==> config.mk <==
export PLATFORM = sky130hd
export DESIGN_NAME = sprite_skip_rle_decoder
export DESIGN_NICKNAME = d
export VERILOG_FILES = /design/src/rtl/rsrd_pkg.sv /design/src/rtl/rsrd_csr.sv /design/src/rtl/rsrd_decode.sv /design/src/rtl/rsrd_result_queue.sv /design/src/rtl/sprite_skip_rle_decoder.sv
export SDC_FILE = /design/constraint.sdc
export NUM_CORES = 1
export LEC_CHECK = 0
export BUFFER_PORTS_ARGS = -buffer_cell sky130_fd_sc_hd__buf_2
export CAP_MARGIN = 20
export CELL_PAD_IN_SITES_DETAIL_PLACEMENT = 1
export CELL_PAD_IN_SITES_GLOBAL_PLACEMENT = 1
export CORE_ASPECT_RATIO = 0.8
export CORE_MARGIN = 2
export CORE_UTILIZATION = 40
export CTS_CLUSTER_DIAMETER = 100
export CTS_CLUSTER_SIZE = 20
export DETAILED_ROUTE_END_ITERATION = 6
export PLACE_DENSITY = 0.62
export SYNTH_ARGS = -nofsm -noshare
export SYNTH_HDL_FRONTEND = slang
export SYNTH_HIERARCHICAL = 1
export SYNTH_SLANG_ARGS = --single-unit
export TNS_END_PERCENT = 1
==> constraint.sdc <==
create_clock -name clock -period 28.9 [get_ports clock]
set_input_delay 5.78 -clock clock [delete_from_list [all_inputs] [get_ports clock]]
set_output_delay 5.78 -clock clock [all_outputs]
set_load 0.02 [all_outputs]
==> src/rtl/rsrd_pkg.sv <==
package rsrd_pkg;

   localparam int unsigned CSR_ADDR_W = 3;
   localparam int unsigned CSR_DATA_W = 32;

   localparam logic [0:0] REG_BUFFER_CAPACITY = 1'b0;

   localparam logic [31:0] CAPACITY_RESET = 32'hFFFF_FFFF;
   localparam logic [31:0] PREFIX_WORD    = 32'h0000_0002;
   localparam logic [7:0]  RUN_BASE       = 8'h80;
   localparam logic [7:0]  TRANSPARENT    = 8'hFF;

   localparam int unsigned QUEUE_DEPTH = 4;
   localparam int unsigned QPTR_W      = $clog2(QUEUE_DEPTH);
   localparam int unsigned QCNT_W      = $clog2(QUEUE_DEPTH + 1);

   typedef enum logic [1:0] {
      KIND_WRITE = 2'd0,
      KIND_RUN   = 2'd1,
      KIND_DONE  = 2'd2,
      KIND_ERROR = 2'd3
   } kind_type;

   typedef enum logic [3:0] {
      PH_HEADER  = 4'b0001,
      PH_CODE    = 4'b0010,
      PH_LITERAL = 4'b0100,
      PH_IDLE    = 4'b1000
   } phase_type;

   typedef struct packed {
      kind_type    kind;
      logic [31:0] position;
      logic [7:0]  pixel;
      logic [6:0]  run_length;
      logic [15:0] image_width;
      logic [15:0] image_height;
   } result_type;

endpackage

==> src/rtl/rsrd_csr.sv <==
module rsrd_csr (
   input  logic                                clock,
   input  logic                                reset,
   input  logic                                csr_psel,
   input  logic                                csr_penable,
   input  logic                                csr_pwrite,
   input  logic [rsrd_pkg::CSR_ADDR_W-1:0]     csr_paddr,
   input  logic [rsrd_pkg::CSR_DATA_W-1:0]     csr_pwdata,
   output logic [rsrd_pkg::CSR_DATA_W-1:0]     csr_prdata,
   output logic                                csr_pready,
   output logic [31:0]                         buffer_capacity
);
   import rsrd_pkg::*;

   logic [31:0] capacity_ff;
   logic [31:0] capacity_in;
   logic        hit;

   always_comb begin
      hit         = csr_paddr[CSR_ADDR_W-1:2] == REG_BUFFER_CAPACITY;
      capacity_in = capacity_ff;
      if (csr_psel && csr_penable && csr_pwrite && hit) begin
         capacity_in = csr_pwdata;
      end
      csr_prdata = hit ? capacity_ff : '0;
   end

   assign csr_pready      = 1'b1;
   assign buffer_capacity = capacity_ff;

   always_ff @(posedge clock) begin
      if (reset) begin
         capacity_ff <= CAPACITY_RESET;
      end else begin
         capacity_ff <= capacity_in;
      end
   end

endmodule

==> src/rtl/rsrd_decode.sv <==
module rsrd_decode (
   input  logic                 clock,
   input  logic                 reset,
   input  logic                 req_valid,
   output logic                 req_ready,
   input  logic [7:0]           req_code_byte,
   input  logic                 req_start_of_image,
   input  logic [31:0]          buffer_capacity,
   input  logic                 queue_room,
   output logic [1:0]           push_count,
   output rsrd_pkg::result_type push_first,
   output rsrd_pkg::result_type push_second
);
   import rsrd_pkg::*;

   logic        in_valid_ff, in_valid_in;
   logic [7:0]  in_byte_ff, in_byte_in;
   logic        in_soi_ff, in_soi_in;

   phase_type   phase_ff, phase_in;
   logic [23:0] hdr_ff, hdr_in;
   logic [1:0]  hdr_count_ff, hdr_count_in;
   logic        prefix_ff, prefix_in;
   logic [23:0] partial_ff, partial_in;
   logic [15:0] width_ff, width_in;
   logic [15:0] height_ff, height_in;
   logic [31:0] total_ff, total_in;
   logic [31:0] pos_ff, pos_in;
   logic [31:0] remaining_ff, remaining_in;
   logic [7:0]  literals_ff, literals_in;

   logic        fire;
   logic [7:0]  t;
   phase_type   phase_cur;
   logic [1:0]  count_cur;
   logic        prefix_cur;
   logic [15:0] width_new;
   logic [15:0] height_new;
   logic [23:0] product;
   logic [31:0] total_new;
   logic [7:0]  run_len;
   logic        is_run;
   logic        run_last;
   logic [6:0]  run_clip;
   logic [7:0]  literals_next;
   result_type  done_result;

   always_comb begin
      fire      = in_valid_ff && queue_room;
      req_ready = !in_valid_ff || fire;

      in_valid_in = in_valid_ff;
      in_byte_in  = in_byte_ff;
      in_soi_in   = in_soi_ff;
      if (req_ready) begin
         in_valid_in = req_valid;
         in_byte_in  = req_code_byte;
         in_soi_in   = req_start_of_image;
      end

      t          = in_byte_ff;
      phase_cur  = in_soi_ff ? PH_HEADER : phase_ff;
      count_cur  = in_soi_ff ? 2'd0 : hdr_count_ff;
      prefix_cur = in_soi_ff ? 1'b0 : prefix_ff;

      width_new  = hdr_ff[15:0];
      height_new = {t, hdr_ff[23:16]};
      product    = width_new * t;
      total_new  = {8'd0, partial_ff} + {product, 8'd0};

      run_len  = t - RUN_BASE;
      is_run   = (t > RUN_BASE) && ({8'd0, run_len} <= width_ff);
      run_last = {25'd0, run_len[6:0]} >= remaining_ff;
      run_clip = run_last ? remaining_ff[6:0] : run_len[6:0];
      literals_next = literals_ff - 8'd1;

      done_result = '{kind: KIND_DONE, position: total_ff, pixel: 8'd0, run_length: 7'd0,
                      image_width: width_ff, image_height: height_ff};

      phase_in     = phase_ff;
      hdr_in       = hdr_ff;
      hdr_count_in = hdr_count_ff;
      prefix_in    = prefix_ff;
      partial_in   = partial_ff;
      width_in     = width_ff;
      height_in    = height_ff;
      total_in     = total_ff;
      pos_in       = pos_ff;
      remaining_in = remaining_ff;
      literals_in  = literals_ff;
      push_count   = 2'd0;
      push_first   = '0;
      push_second  = '0;

      if (fire) begin
         phase_in     = phase_cur;
         hdr_count_in = count_cur;
         prefix_in    = prefix_cur;
         case (phase_cur)
            PH_HEADER: begin
               hdr_count_in = count_cur + 2'd1;
               case (count_cur)
                  2'd0: begin
                     hdr_in[7:0] = t;
                  end
                  2'd1: begin
                     hdr_in[15:8] = t;
                  end
                  2'd2: begin
                     hdr_in[23:16] = t;
                     partial_in    = product;
                  end
                  default: begin
                     prefix_in = 1'b1;
                     if (prefix_cur || ({t, hdr_ff} != PREFIX_WORD)) begin
                        width_in     = width_new;
                        height_in    = height_new;
                        total_in     = total_new;
                        pos_in       = '0;
                        remaining_in = total_new;
                        if (total_new > buffer_capacity) begin
                           push_count = 2'd1;
                           push_first = '{kind: KIND_ERROR, position: 32'd0, pixel: 8'd0,
                                          run_length: 7'd0, image_width: width_new,
                                          image_height: height_new};
                           phase_in   = PH_IDLE;
                        end else if (total_new == 32'd0) begin
                           push_count = 2'd1;
                           push_first = '{kind: KIND_DONE, position: 32'd0, pixel: 8'd0,
                                          run_length: 7'd0, image_width: width_new,
                                          image_height: height_new};
                           phase_in   = PH_IDLE;
                        end else begin
                           phase_in = PH_CODE;
                        end
                     end
                  end
               endcase
            end
            PH_CODE: begin
               if (is_run) begin
                  push_count   = 2'd1;
                  push_first   = '{kind: KIND_RUN, position: pos_ff, pixel: TRANSPARENT,
                                   run_length: run_clip, image_width: 16'd0,
                                   image_height: 16'd0};
                  pos_in       = pos_ff + {25'd0, run_clip};
                  remaining_in = remaining_ff - {25'd0, run_clip};
                  if (run_last) begin
                     push_count  = 2'd2;
                     push_second = done_result;
                     phase_in    = PH_IDLE;
                  end
               end else if (t != 8'd0) begin
                  literals_in = t;
                  phase_in    = PH_LITERAL;
               end
            end
            PH_LITERAL: begin
               if (remaining_ff != 32'd0) begin
                  push_count   = 2'd1;
                  push_first   = '{kind: KIND_WRITE, position: pos_ff, pixel: t,
                                   run_length: 7'd0, image_width: 16'd0,
                                   image_height: 16'd0};
                  pos_in       = pos_ff + 32'd1;
                  remaining_in = remaining_ff - 32'd1;
                  if (remaining_ff == 32'd1) begin
                     push_count  = 2'd2;
                     push_second = done_result;
                  end
               end
               literals_in = literals_next;
               if (literals_next == 8'd0) begin
                  phase_in = (remaining_ff <= 32'd1) ? PH_IDLE : PH_CODE;
               end
            end
            default: begin
            end
         endcase
      end
   end

   always_ff @(posedge clock) begin
      if (reset) begin
         in_valid_ff  <= 1'b0;
         phase_ff     <= PH_HEADER;
         hdr_count_ff <= 2'd0;
         prefix_ff    <= 1'b0;
      end else begin
         in_valid_ff  <= in_valid_in;
         phase_ff     <= phase_in;
         hdr_count_ff <= hdr_count_in;
         prefix_ff    <= prefix_in;
      end
   end

   always_ff @(posedge clock) begin
      in_byte_ff   <= in_byte_in;
      in_soi_ff    <= in_soi_in;
      hdr_ff       <= hdr_in;
      partial_ff   <= partial_in;
      width_ff     <= width_in;
      height_ff    <= height_in;
      total_ff     <= total_in;
      pos_ff       <= pos_in;
      remaining_ff <= remaining_in;
      literals_ff  <= literals_in;
   end

endmodule

==> src/rtl/rsrd_result_queue.sv <==
module rsrd_result_queue (
   input  logic                 clock,
   input  logic                 reset,
   input  logic [1:0]           push_count,
   input  rsrd_pkg::result_type push_first,
   input  rsrd_pkg::result_type push_second,
   output logic                 room,
   output logic                 out_valid,
   input  logic                 out_ready,
   output rsrd_pkg::result_type out_result
);
   import rsrd_pkg::*;

   result_type          mem_ff [QUEUE_DEPTH];
   logic [QPTR_W-1:0]   head_ff, head_in;
   logic [QPTR_W-1:0]   tail_ff, tail_in;
   logic [QCNT_W-1:0]   count_ff, count_in;
   logic [QPTR_W-1:0]   tail_next;
   logic                pop;

   always_comb begin
      out_valid  = count_ff != '0;
      room       = count_ff <= QCNT_W'(QUEUE_DEPTH - 2);
      pop        = out_valid && out_ready;
      out_result = mem_ff[head_ff];
      tail_next  = tail_ff + QPTR_W'(1);
      head_in    = pop ? head_ff + QPTR_W'(1) : head_ff;
      tail_in    = tail_ff + QPTR_W'(push_count);
      count_in   = count_ff + QCNT_W'(push_count) - QCNT_W'(pop);
   end

   always_ff @(posedge clock) begin
      if (push_count != 2'd0) begin
         mem_ff[tail_ff] <= push_first;
      end
      if (push_count == 2'd2) begin
         mem_ff[tail_next] <= push_second;
      end
   end

   always_ff @(posedge clock) begin
      if (reset) begin
         head_ff  <= '0;
         tail_ff  <= '0;
         count_ff <= '0;
      end else begin
         head_ff  <= head_in;
         tail_ff  <= tail_in;
         count_ff <= count_in;
      end
   end

endmodule

==> src/rtl/sprite_skip_rle_decoder.sv <==
// Decodes a transparent-skip RLE sprite, one stream word per cycle on the req channel while
// the result queue has room, into pixel-write, transparent-run, done and error words on the
// rsp channel. An accepted word is held in an input register and decoded from it, once the
// queue has room, into a four-entry result queue; each result is registered in the queue
// before it shows on rsp. A word that ends the image with a run or a literal yields two
// results, and a word is decoded only while two queue entries are free.
// The buffer capacity register sits at byte address 0 of the csr port.
module sprite_skip_rle_decoder (
   input  logic                                clock,
   input  logic                                reset,
   input  logic                                req_valid,
   output logic                                req_ready,
   input  logic [7:0]                          req_code_byte,
   input  logic                                req_start_of_image,
   output logic                                rsp_valid,
   input  logic                                rsp_ready,
   output rsrd_pkg::kind_type                  rsp_kind,
   output logic [31:0]                         rsp_position,
   output logic [7:0]                          rsp_pixel,
   output logic [6:0]                          rsp_run_length,
   output logic [15:0]                         rsp_image_width,
   output logic [15:0]                         rsp_image_height,
   input  logic                                csr_psel,
   input  logic                                csr_penable,
   input  logic                                csr_pwrite,
   input  logic [rsrd_pkg::CSR_ADDR_W-1:0]     csr_paddr,
   input  logic [rsrd_pkg::CSR_DATA_W-1:0]     csr_pwdata,
   output logic [rsrd_pkg::CSR_DATA_W-1:0]     csr_prdata,
   output logic                                csr_pready
);
   import rsrd_pkg::*;

   logic [31:0] buffer_capacity;
   logic        queue_room;
   logic [1:0]  push_count;
   result_type  push_first;
   result_type  push_second;
   result_type  out_result;

   rsrd_csr u_csr (
      .clock           (clock),
      .reset           (reset),
      .csr_psel        (csr_psel),
      .csr_penable     (csr_penable),
      .csr_pwrite      (csr_pwrite),
      .csr_paddr       (csr_paddr),
      .csr_pwdata      (csr_pwdata),
      .csr_prdata      (csr_prdata),
      .csr_pready      (csr_pready),
      .buffer_capacity (buffer_capacity)
   );

   rsrd_decode u_decode (
      .clock              (clock),
      .reset              (reset),
      .req_valid          (req_valid),
      .req_ready          (req_ready),
      .req_code_byte      (req_code_byte),
      .req_start_of_image (req_start_of_image),
      .buffer_capacity    (buffer_capacity),
      .queue_room         (queue_room),
      .push_count         (push_count),
      .push_first         (push_first),
      .push_second        (push_second)
   );

   rsrd_result_queue u_queue (
      .clock       (clock),
      .reset       (reset),
      .push_count  (push_count),
      .push_first  (push_first),
      .push_second (push_second),
      .room        (queue_room),
      .out_valid   (rsp_valid),
      .out_ready   (rsp_ready),
      .out_result  (out_result)
   );

   assign rsp_kind         = out_result.kind;
   assign rsp_position     = out_result.position;
   assign rsp_pixel        = out_result.pixel;
   assign rsp_run_length   = out_result.run_length;
   assign rsp_image_width  = out_result.image_width;
   assign rsp_image_height = out_result.image_height;

endmodule

Word level (Yosys, flattened, before mapping)
Memory sizes are Yosys's and may differ from the RTL's. A register that Yosys moved wholly into a read port is not among the register bits. Index checks and enable logic that the tools add are counted.

Muxes and demuxes: 61. Reductions and logical operators: 25. Magnitude comparators: 6. Add/sub/neg operators: 13. Bitwise gates (word level): 2. Multipliers: 1. Equal/unequal tests: 14.

Operators by type and width (number): 2-to-1 mux 81 bit (10); 2-to-1 mux 32 bit (9); one-hot mux 81 bit (3 select lines) (1); one-hot mux 32 bit (3 select lines) (2); one-hot mux 81 bit (2 select lines) (1); 2-to-1 mux 80 bit (1); 2-to-1 mux 79 bit (1); 2-to-1 mux 4 bit (10); adder 24 x 32 -> 32 bit (1); adder 32 x 1 -> 32 bit, second input constant (1); adder 32 x 7 -> 32 bit (1); equality test 32 x 1 -> 1 bit, second input constant (1); >= comparator 7 x 32 -> 1 bit (1); greater-than comparator 32 bit (1); less-or-equal comparator 32 x 1 -> 1 bit, second input constant (1); zero test 32 bit (1); != test 32 x 2 -> 1 bit, second input constant (1); nonzero test 32 bit (1); subtractor 32 x 1 -> 32 bit, second input constant (1); subtractor 32 x 7 -> 32 bit (1); multiplier 16 x 8 -> 24 bit (1); 2-to-1 mux 2 bit (12); less-or-equal comparator 8 x 16 -> 1 bit (1); 2-to-1 mux 8 bit (2); other kinds (33) (59).

Memories: 1. Memory bits (writable): 324. Word-level logic and storage cells: 143. Bits of input ports: 51. Output and inout port bits: 116. Register bits: 240.

Memories: u_queue.mem_ff (words 4, width 81, rd ports 1, clocked after memory_dff 1, write ports 2, RTL line rsrd_result_queue.sv:14) `result_type mem_ff [QUEUE_DEPTH];`.

Logic depth before layout (Yosys ltp)
Depth after elaboration: 12. Depth in mapped cells: 41.

Modules after synthesis
The synthesis kept the hierarchy.

Modules (own cells, without submodules): rsrd_result_queue (area an instance 17171.5 µm², times used 1, cells an instance 833); rsrd_decode (area an instance 17000.1 µm², times used 1, cells an instance 1764); rsrd_csr (area an instance 1537.7 µm², times used 1, cells an instance 177).

Worst setup path before layout
Ideal clock, no wire load.

Kind: reg-to-reg. Start: reg u_decode.in_byte_ff[7]. End: mem u_queue/mem_ff[0][0] in the netlist's numbering (enable). Stages on the path, launching flop included: 36. Data required time: 28.268 ns. Path buffers: 3. Arrival: 13.564 ns. Period minus slack after synthesis: 14.196 ns. Slack: 14.704 ns. Cell sequence: edfxtp_1 > clkbuf_1 > nand2_1 > fa_1 > fa_1 > inv_1 > fa_1 > inv_1 > fa_1 > inv_1 > ha_1 > nand4_1 > or2_2 > nand2_1 > xor2_1 > ha_1 > clkbuf_1 > inv_1 > o21bai_1 > a211oi_2 > o311ai_1 > a31o_1 > and4_1 > and2_1 > xnor2_1 > inv_1 > ha_1 > nand4_1 > nor2_1 > o41ai_1 > a21oi_1 > nand2_1 > clkbuf_1 > nand3_1 > o21bai_1 > o21ai_0.

RTL lines: start: declaration (RTL line rsrd_decode.sv:17) `logic [7:0] in_byte_ff, in_byte_in;`; start signal: assignment (RTL line rsrd_decode.sv:197) `in_byte_ff <= in_byte_in;`; end: declaration (RTL line rsrd_result_queue.sv:14).

==> out/qor.csv <==
metric;value;unit
Post-synth ARST share;0;
slowest CP cell;xor2_1;
Final Hold Viols;0;
RSZ-0062 raised after global routing;no;
CP max stage delay;0.98;ns
FILL cells;9169;
CTS clk-pin slew, worst paths;0.09;ns
area grow syn2layout;7.64;%
Yosys reg bits;566;
layout cell share with drive strength beyond 1;0.223;
Initial Util;0.406;
TNS Setup;0;ns
Primary FF master, synth;edfxtp_1;
Final Wtd Congestion;0.847;
post-CTS sizing;0;
die width;338;µm
post-synthesis cell count;2774;
nets;3142;
r2r worst-path depth;37;
grt total ovfl;0;
via count;22700;
clk sinks;566;
synth warn;6;
share of the yosys chip area belonging to registers;0.462;
Max Freq;74.1;MHz
Max Slew Vio Count;0;
Worst Setup Path Type;flop to flop;
CTS tree;built;
top-area cell type share of the netlist area;0.435;
Clock Latency Late Sink;0.60;ns
status;finished clean;
post-layout util;0.437;
Max H-tree Level;2;
Post-Syn Area;35700;µm²
met2 usage;0.361;
largest cells by area after synthesis;edfxtp_1, mux2_4, mux4_2, fa_1, ha_1;
core area;88000;µm²
Critical Path Sink Type;flop;
Hold Path Stages;0;
routed wire length;98800;µm
met3 Track Usage GR;0.0256;
GRT Util Overall;0.215;
worst reg-to-reg setup slack;15.41;ns
hold_buf cts;0;
critical path fanouts, max;58;
worst vdd rail ir drop;0.233;mV
IO Port Bufs;163;
IO Pins;167;
Leakage Power;14.6;nW
Clock Tree Root;clkbuf_16;
CP Data Required Time;29.11;ns
count of cell types in the netlist;101;
met1 Use GR;0.304;
PD cells;114;nW/µm²
hold wc startpoint;u_decode/hdr_ff[16];
vias per cell;5.56;
dpl hpwl;65100;µm
Hold EP;u_decode/height_ff[0];
Synth Area per Inst;12.9;µm²
CTS buffer count;34;
Die Height;271;µm
residual DRC count;0;
busiest grt layer;met2;
initial DRC count;1395;
Slew HR;0.166;
CTS Buffer Depth;3;
num rows;97;
Final setup viols;0;
RR Endpoint;u_queue/mem_ff[2][62];
drt pass-1 iters;5;
Fin Clk Skew;0.0320;ns
Hold Crit Class;flop to flop;
vias in the first global route;24300;
WP data arrival;13.69;ns
Final Critical Period;13.49;ns
Post-synth EDFFs;517;
# Max-Cap Violations;0;
largest area contributor in the netlist;edfxtp_1;
reg-to-reg critical path startpoint;u_decode/in_byte_ff[6];
initial antenna violation count;6;
Tcrit/Tclk final;0.467;
first-pass GRT wire length;151000;µm
DIE AREA;91700;µm²
startpoint types;flop;
worst slew pin tran;1.25;ns
largest net degree at the start of global routing;81;
Post-DRT Antenna Nets;0;
Post-CTS Setup Inserts;0;
DR WL/cell;24.2;µm
[logic make-up (layout without fill, tap and decap cells)]
group | after synthesis | in the layout | synth area share
AO/OA/AOI/OAI | 338 | 338 | 0.0667
other | 2 | 18 | 0.000210
XOR/XNOR | 83 | 83 | 0.0216
multiplexers | 445 | 445 | 0.190
AND/OR/NAND/NOR | 768 | 768 | 0.112
buffers and inverters | 350 | 449 | 0.0510
adder cells (fa/ha/maj) | 222 | 222 | 0.0963
flip-flops | 566 | 566 | 0.462
[flip-flops by register name (all words and copies together) (netlist names), 3 cells and up, named ones only]
signal / flops
u_decode/width_ff: 16
u_decode/remaining_ff: 32
u_decode/total_ff: 32
u_decode/literals_ff: 8
u_queue/mem_ff: 324
u_decode/height_ff: 16
u_queue/count_ff: 3
u_csr/buffer_capacity: 32
u_decode/hdr_ff: 24
u_decode/phase_ff: 4
u_decode/in_byte_ff: 8
u_decode/partial_ff: 24
u_decode/pos_ff: 32
[worst max-delay path by stage]
stage | start | to | slack (ns) | depth (start not counted)
floorplan | u_decode/in_byte_ff[7] | u_queue/mem_ff[0][0] | 14.70 | 35
global placement | u_decode/in_byte_ff[6] | u_queue/mem_ff[2][59] | 15.67 | 35
detailed placement | u_decode/in_byte_ff[6] | u_queue/mem_ff[2][58] | 15.54 | 35
CTS | u_decode/in_byte_ff[6] | u_queue/mem_ff[2][62] | 15.49 | 37
global route | u_decode/in_byte_ff[6] | u_queue/mem_ff[2][62] | 14.90 | 35
finish | u_decode/in_byte_ff[6] | u_queue/mem_ff[2][62] | 15.41 | 37
[layer usage]
| metal | wire length, µm | vias to the layer above |
|---|---|---|
| li1 | - | 10200 |
| met1 | 45100 | 11900 |
| met2 | 47500 | 512 |
| met3 | 4850 | 84 |
| met4 | 1310 | 4 |
| met5 | 27 | - |
[worst max-delay path: cells and delay by family, from the launching register on]
kind | cells | cell delay, ns
DFF | 1 | 0.35
and+or+nand+nor | 8 | 1.96
AOI/OAI and AO/OA | 12 | 2.95
xor gates and xnor gates | 2 | 1.28
buffers and inverters | 8 | 3.07
adders and majority gates | 7 | 3.36
[placed cells by master, fill, tap and decap left out, types with 9 or more instances in the layout]
cell	synthesis	final
a21boi_0	10	10
a21boi_1	17	17
a21boi_2	9	9
a21o_1	24	24
a21oi_1	73	72
a31oi_1	14	14
and2_1	200	200
and3_1	11	11
buf_2	15	163
buf_4	20	38
clkbuf_1	67	14
clkbuf_16	0	36
conb_1	2	17
dfxtp_1	49	47
edfxtp_1	517	517
fa_1	88	88
ha_1	134	134
inv_1	190	190
mux2_1	70	70
mux2_2	19	19
mux2_4	239	239
mux2i_1	36	36
mux4_2	81	81
nand2_1	139	139
nand2b_1	11	11
nand3_1	35	35
nand4_1	23	23
nor2_1	201	196
nor2b_1	47	47
nor3_1	28	28
nor4_1	21	20
o211ai_1	9	9
o21a_1	18	18
o21ai_0	63	62
xnor2_1	40	40
xor2_1	39	39
[cells in the mapped netlist (all sizes together), types with 9 or more instances]
library cell / n
o21a: 19
nand2: 140
nor2: 201
o221ai: 9
nor4: 21
a21o: 24
mux4: 81
edfxtp: 517
nand4: 24
mux2i: 36
o311ai: 9
o21ai: 65
o211ai: 10
nand2b: 11
a31oi: 14
ha: 134
nand3: 35
mux2: 328
fa: 88
xor2: 39
nor2b: 48
nor3: 28
inv: 190
a21oi: 76
and3: 11
a211oi: 10
and4: 9
a21boi: 36
and2: 200
dfxtp: 49
xnor2: 42
clkbuf: 69
buf: 91
[power by group]
part | internal [W] | switching [W]
Clock | 0.000240 | 0.000281
Combinational | 0.000898 | 0.00188
Sequential | 0.00105 | 0.0000355
[stage by stage]
stage,total power [W],hold slack (ns),setup WS [ns],cells,cell area [µm²]
2_1_floorplan,0.00277,0.424,14.70,2789,35800
3_3_place_gp,0.00374,0.456,15.67,4016,37300
3_5_place_dp,0.00385,0.462,15.54,4018,37400
4_1_cts,0.00439,0.489,15.49,4073,38400
5_1_grt,0.00466,0.505,14.90,4076,38400
6_report,0.00439,0.487,15.41,4077,38400
[cell type report]
class,instances,area (µm²),share of cell area
clock buffers,51,967,0.0252
well taps,1188,1490,0.0387
repair buffers,204,1160,0.0301
multi-input cells,1873,17500,0.456
flip-flops and latches,566,16500,0.430
diodes,1,2.50,0.0000651
clock inverters,4,55.1,0.00143
inverters,190,713,0.0186
Power figures use the tool's default switching activity.
